### config.mk
export PLATFORM = sky130hd
export DESIGN_NAME = fslfa_ram
export DESIGN_NICKNAME = d
export VERILOG_FILES = /design/src/sv/fslfa_ram.sv
export SDC_FILE = /design/constraint.sdc
export NUM_CORES = 1
export LEC_CHECK = 0
export BUFFER_PORTS_ARGS = -buffer_cell sky130_fd_sc_hd__buf_2
export CORE_MARGIN = 2
export CORE_UTILIZATION = 50
export CTS_CLUSTER_SIZE = 8
export DETAILED_ROUTE_END_ITERATION = 8
export PLACE_DENSITY = 0.67
export RECOVER_POWER = 100
export SYNTH_ARGS = -nofsm -noshare
export SYNTH_HDL_FRONTEND = slang
export SYNTH_SLANG_ARGS = --single-unit
### constraint.sdc
create_clock -name clk -period 2.9 [get_ports clk]
set_clock_uncertainty 0.2 [all_clocks]
set_input_delay 0 -clock clk [delete_from_list [all_inputs] [get_ports clk]]
set_output_delay 0 -clock clk [all_outputs]
set_load 0.1 [all_outputs]
### src/sv/fslfa_ram.sv
`timescale 1ns / 1ps

module fslfa_ram #(
	parameter int unsigned WIDTH = 8,
	parameter int unsigned DEPTH = 16
) (
	input  logic                     clk,
	input  logic                     we,
	input  logic [$clog2(DEPTH)-1:0] waddr,
	input  logic [WIDTH-1:0]         wdata,
	input  logic                     re,
	input  logic [$clog2(DEPTH)-1:0] raddr,
	output logic [WIDTH-1:0]         rdata
);

	logic [WIDTH-1:0] mem [DEPTH];

	always_ff @(posedge clk) begin
		if (we) begin
			mem[waddr] <= wdata;
		end
		if (re) begin
			rdata <= mem[raddr];
		end
	end

endmodule

After elaboration in Yosys (flattened, before gate mapping)
Memory sizes are Yosys's and may differ from the RTL's. A register that Yosys moved wholly into a read port is not among the register bits.
Index checks and enable logic that the tools add are counted.
{ "op_classes": {"bitwise": 0, "muxes": 2, "add_sub_neg": 0, "eq_ne": 0, "mul": 0, "n_div": 0, "shifts": 0, "magnitude_cmp": 0, "n_reduce_logical": 0} }
{ "ops": {"columns": ["op", "count"], "rows": [
  ["2-to-1 mux 1 bit", 2]
]} }
{ "word_totals": {"latchBits": 0, "out_inout_bits": 8, "input_bits": 19, "mem_bits_ro": 0, "regBits": 0, "ram_bits": 128, "wordCells": 3, "n_memories": 1} }
{ "memory_table": {"columns": ["memory", "depth", "word_bits", "rd", "rd_ports_with_merged_regs", "write_ports", "line_no", "text"], "rows": [
  ["mem", 16, 8, 1, 1, 1, "16", "logic [WIDTH-1:0] mem [DEPTH];"]
]} }

Logic depth before layout (Yosys ltp)
Gate-level depths: netlist (run 1).
{ "logic_depth": {"word_depth": 2, "mapped_depth": 5, "ltp_nobuf": 3} }

Least setup slack after synthesis (run 1)
Ideal clock, no wire load.
{ "synth_path": {"path_kind": "in2reg", "startpoint": "input waddr[2]", "endpoint": "memory mem[0][0] (enable)", "arrival_ns": 1.110, "n_path_buf": 0, "path_slack_ns": 1.207, "cell_stages": 2, "t_required_ns": 2.317, "cell_sequence": "or3b_2 -> nor3_1"} }
{ "synth_lines": {"columns": ["element", "line_no", "text"], "rows": [
  ["from (decl)", "9", "input logic [$clog2(DEPTH)-1:0] waddr,"],
  ["to (decl)", "16", null]
]} }
No word-level cell before the write port.

==> run metrics, run 1 <==
row cnt 37; static leakage about 2 nW; synthesized area between 5000 and 6000 sq um; Internal Dissipation around 3.5 mW; worst-case headroom to the max-slew limit 0.212; Net Sw Frac 0.213; number of placed instances with taps included approximately 400; Vias about 2500; worst setup path category input port to flip-flop; startpoint kind of the worst setup timing path input port; effective utilization at floorplan 0.511; number of antenna violations at the first check in global routing 0; final antenna-violating net count 0; Mean Syn Cell Area approximately 23 sq um; Synthesis Warnings 0; clock insertion delay at the later pin of the skew report slightly above 0.5 ns; Clock transition at path regs 0.06 ns; TritonCTS clock tree built; final-layout worst hold slack 0.179 ns; buffers from clock root to sink, at most 2; Yosys reg bits between 100 and 150; worst hold path type input port to flip-flop; startpoint of the worst setup timing path raddr[1]; antenna diode instance count 0; Pre-Repair DR Iteration Count 5; vias in the first global route ~2500; commonest cells after routing, fill and taps aside 136 x edfxtp_1, 28 x clkbuf_1, 20 x dlygate4sd3_1; sum of net half-perimeters after detailed placement between 5000 and 6000 microns; slack of the worst reg-to-reg path slightly above 0.8 ns; clock network fraction of total power 0.441; element type at the critical path end flip-flop; number of H-tree levels 4; Die ar. between 10000 and 15000 sq um; count of port buffers added during placement 26; largest stage delay on the critical path 0.90 ns; maximum fanout count along the critical path 19; number of DRC violations after detailed routing 0; area taken by multi-input logic gates around 1100 sq um; slew at the pin closest to its max-slew limit about 1.2 ns; fraction of the yosys area taken by sequential cells 0.781; net count after synthesis 248; arrival time at the worst endpoint 2.50 ns; Total Negative Setup Slacks 0 ns; cell family contributing the most delay on the critical path buffers and inverters; count of buffer and inverter cells on the critical path 3; CP max-delay cell clkbuf_1; WL per Instance around 22 microns; Power Dens Cells roughly 720 nW/um^2; clock period minus final worst setup slack about 2.4 ns; initial detailed-routing violation count between 100 and 150; Reg-to-Reg Start mem[11][0]$_DFFE_PP_; Synth Instances ~230; setup repair after global routing missed its margin false; sequential cell area ~4100 sq um; Slew Limit Fails 0; growth of design area from synthesis to finish 19.2%; IO Count 27; final cell utilization of the core 0.609; Net Sw Power roughly 0.95 mW; first-pass GRT wire length 14700 microns; root buffer selected by CTS clkbuf_8; maximum frequency from static timing analysis just over 400 MHz; Post-layout nets between 300 and 400; Die Ht around 110 microns; setup-violating endpoint count in the final report 0; worst-path cell chain dlygate4sd3_1 > buf_2 > clkbuf_1 > mux4_1 > a22oi_1 > nand2_1; Sequential Power Share 0.498; total clock buffers created by CTS 17; width of the chip between 100 and 150 microns; endpoints failing hold 0; leading cell type in the layout, fill and taps excluded edfxtp_1; count of unique library cells instantiated by Yosys 18; area of the placeable core 10200 sq um; combinational share of power 0.062; final standard cell count with taps included and fillers excluded between 400 and 500; run status complete, no violations; hold path start raddr[0]; worst vdd ir between 0.0004 and 0.0005 V; largest net degree at the start of global routing 20; final estimated routing congestion in global placement 0.683; Req. time, crit path roughly 3.0 ns; global route total overflow 0; share of post-route cells with drive strength above 1 0.186; Max-cap violations 0; Post-Route WL between 9000 and 10000 microns; # Post-CTS Setup Buffers 0; Final period util 0.844; post-DR vias/cell approximately 5.6; GRT Util Overall 0.187; Filler Cell Count ~730; clock sink count 136
## cells by family after synthesis
group	share of synthesized area
simple gates	0.0314
flops	0.781
buf+inv	0.0165
mux	0.148
compound gates	0.0230
## area by class of cell
type                    instances  area share
clock buffers                  19      0.0677
repair buffers                 56      0.0586
well taps                     136      0.0273
flip-flops and latches        136       0.656
multi-input cells              83       0.170
clock inverters                13      0.0211
## cell usage after synthesis
cell type | n | area [sq um]
mux4_1 | 14 | 368
nor2b_1 | 1 | 6.26
nand2b_1 | 2 | 12.5
or3b_2 | 1 | 8.76
nand2_1 | 9 | 33.8
nand3_1 | 1 | 5.00
buf_2 | 3 | 15.0
and2_1 | 1 | 6.26
mux4_2 | 18 | 405
nand3b_1 | 2 | 15.0
and2b_1 | 1 | 7.51
buf_4 | 1 | 7.51
edfxtp_1 | 136 | 4080
nor3_1 | 4 | 20.0
nor2_1 | 13 | 48.8
a22oi_1 | 16 | 120
buf_6 | 3 | 33.8
clkdlybuf4s25_2 | 3 | 30.0
## final timing paths
path	to	cells after the start
min	rdata[2]$_DFFE_PP_	4
max reg2reg	rdata[0]$_DFFE_PP_	4
min reg2reg	rdata[7]$_DFFE_PP_	3
max	rdata[5]$_DFFE_PP_	6
## worst reg2reg max path: cells and delay by family, from the launching register on
kind | cells | cell delay, ns
flip-flops | 1 | 0.36
multiplexers | 1 | 0.47
AO/OA/AOI/OAI | 1 | 0.18
buffers and inverters | 1 | 0.57
AND/OR/NAND/NOR | 1 | 0.05
## through the flow
step | cell area [sq um] | setup WS (ns) | power (mW)
2_1_floorplan | 5230 | 1.21 | 2.45
3_3_place_gp | 5530 | 0.932 | 2.53
3_5_place_dp | 5530 | 0.917 | 2.53
4_1_cts | 6280 | 0.690 | 4.51
5_1_grt | 6230 | 0.304 | 4.62
6_report | 6230 | 0.452 | 4.48
## metal layers
layer | routed length (microns) | track usage | vias up
li1 | - | - | 1117
met4 | 89 | 0.0789 | 0
met1 | 4040 | 0.257 | 1279
met3 | 535 | 0.0374 | 8
met5 | 0 | 0 | -
met2 | 4880 | 0.295 | 72
## what timing repair did
item | in CTS | in global routing
hold buffers | 20 | 0
gates resized for setup | 0 | 0
endpoints found under the hold margin | 262 | 0
## power by group through the flow
stage          Sequential [mW]  Clock (mW)  Combinational, mW
5_1_grt                   2.23        2.10              0.296
3_3_place_gp              2.27           0              0.261
4_1_cts                   2.23        2.00              0.284
2_1_floorplan             2.33           0              0.112
3_5_place_dp              2.27           0              0.264
6_report                  2.23        1.97              0.275
## flip-flops by register name (all words and copies together), names as in the netlist
name / count
rdata: 8
mem: 128
Note: power is estimated with default switching activity, not from simulation.
==> inputs of run 2 (changes only) <==
Settings changed: PLACE_DENSITY 0.67 to 0.7.
Clock period 2.9 ns to 1.96 ns, I/O delays scaled along.
==> run metrics, run 2 (synthesis results as in run 1) <==
initial detailed-routing violation count 188 (+32%); final-layout worst hold slack 0.0934 ns (-0.0860 ns); maximum frequency from static timing analysis roughly 540 MHz; setup-violating endpoint count in the final report 0 (unchanged); share of post-route cells with drive strength above 1 0.228 (+0.0425); clock period minus final worst setup slack 1.85 ns; buffers from clock root to sink, at most 2 (unchanged); Post-Route WL 10100 microns (+5.8%); vias in the first global route 2618 (+3.7%); maximum fanout count along the critical path 8 (-11); element type at the critical path end flip-flop; endpoints failing hold 0 (unchanged); growth of design area from synthesis to finish 22.0%; root buffer selected by CTS clkbuf_8; number of flip-flops under the largest register name 128 (unchanged); worst vdd ir 0.000542 V (+22%); worst slack, placed 0.220 ns (-0.697 ns); antenna diode instance count 0 (unchanged); clock sink count 136 (unchanged); largest registers mem (128), rdata (8); leading cell type in the layout, fill and taps excluded edfxtp_1; final standard cell count with taps included and fillers excluded 456 (+2.9%); global route total overflow 0 (unchanged); Die ar. 11300 sq um (unchanged); width of the chip 106 microns (unchanged); GRT Util Overall 0.197 (+0.0106); Die Ht 106 microns (unchanged); number of DRC violations after detailed routing 0 (unchanged); Power Dens Cells 1100 nW/um^2 (+53%); cell family contributing the most delay on the critical path buffers and inverters; total clock buffers created by CTS 17 (unchanged); static leakage 2.13 nW (+5.9%); IO Count 27 (unchanged); Most flops, register mem; worst-path cell chain dlygate4sd3_1 > clkbuf_1 > or3b_2 > nor2_1 > clkbuf_1; number of H-tree levels 4 (unchanged); effective utilization at floorplan 0.511 (unchanged); Post-layout nets 326 (+4.2%); crit path setup slack, layout 0.115 ns (-0.337 ns); final estimated routing congestion in global placement 0.721 (+5.5%); worst-case headroom to the max-slew limit 0.531 (+0.319); Clock transition at path regs 0.06 ns (about the same); arrival time at the worst endpoint 1.80 ns (-0.70 ns); post-DR vias/cell 5.64 (+0.84%); count of buffer and inverter cells on the critical path 3 (unchanged); clock insertion delay at the later pin of the skew report 0.52 ns (about the same); largest stage delay on the critical path 0.52 ns (-0.38 ns); Max-cap violations 0 (unchanged); WL per Instance 22.1 microns (+2.7%); worst setup path category input port to flip-flop; Total Negative Setup Slacks 0 ns (unchanged); number of antenna violations at the first check in global routing 0 (unchanged); number of placed instances with taps included 404 (+3.3%); largest net degree at the start of global routing 26 (+30%); # Post-CTS Setup Buffers 0 (unchanged); Critical Path Most Common Cell clkbuf_1; startpoint kind of the worst setup timing path input port; run status complete, no violations; Vias 2570 (+3.8%); count of port buffers added during placement 26 (unchanged); commonest cells after routing, fill and taps aside 136 x edfxtp_1, 25 x clkbuf_1, 20 x dlygate4sd3_1; final antenna-violating net count 0 (unchanged); row cnt 37 (unchanged); Slew Limit Fails 0 (unchanged); TritonCTS clock tree built; CP max-delay cell dlygate4sd3_1; Final period util 0.941; Req. time, crit path 1.91 ns (-1.04 ns); slew at the pin closest to its max-slew limit 0.703 ns (-0.484 ns); sum of net half-perimeters after detailed placement 6110 microns (+5.4%); Pre-Repair DR Iteration Count 4 (-1); first-pass GRT wire length 15300 microns (+3.6%); setup repair after global routing missed its margin false; area of the placeable core 10200 sq um (unchanged); worst hold path type input port to flip-flop
==> run 2: report_power, final <==
| part | internal (mW) | switching (mW) |
|---|---|---|
| combinational | 0.146 | 0.275 |
| clock | 2.18 | 1.12 |
| sequential | 3.28 | 0.0189 |
==> run 2: worst paths after layout <==
path                                           start                  end  slack (ns)  depth (start not counted)
worst max-delay path                              we  mem[1][2]$_DFFE_PP_        0.11                          5
worst min-delay path                        raddr[0]   rdata[0]$_DFFE_PP_        0.09                          5
worst max register to register  mem[10][5]$_DFFE_PP_   rdata[5]$_DFFE_PP_        0.21                          3
worst min register to register   mem[6][6]$_DFFE_PP_   rdata[6]$_DFFE_PP_        0.55                          3
==> run 2: layout make-up <==
class | count | area [sq um]
Tap cell | 136 | 170
Fill cell | 696 | 3850
Clock buffer | 18 | 418
Sequential cell | 136 | 4080
Timing Repair Buffer | 69 | 443
Multi-Input combinational cell | 83 | 1060
Clock inverter | 14 | 205
==> run 2: per-stage QoR <==
stage | utilization | power, mW | cell area [sq um]
after floorplan | - | 3.62 | 5230
after global placement | 0.550 | 3.75 | 5630
after detailed placement | 0.550 | 3.76 | 5630
after CTS | 0.630 | 7.07 | 6450
after global routing | 0.623 | 7.23 | 6380
final | 0.623 | 7.02 | 6380
==> run 2: tightest hold or removal path, stage by stage <==
cell	delay [ns]
buf_2	0.12
buf_4	0.19
mux4_1	0.24
a22oi_1	0.08
nand2_1	0.07
==> run 2: repair_timing <==
| item | CTS | global route |
|---|---|---|
| hold endpoints to repair | 272 | 0 |
| resized for setup | 0 | 0 |
| hold buffers | 20 | 0 |
==> run 2: layer usage <==
layer,up-vias,GRT usage,part of all wire
li1,1141,-,-
met4,0,0.0705,0.0080
met3,6,0.0681,0.071
met2,98,0.323,0.52
met5,-,0,0
met1,1325,0.247,0.40
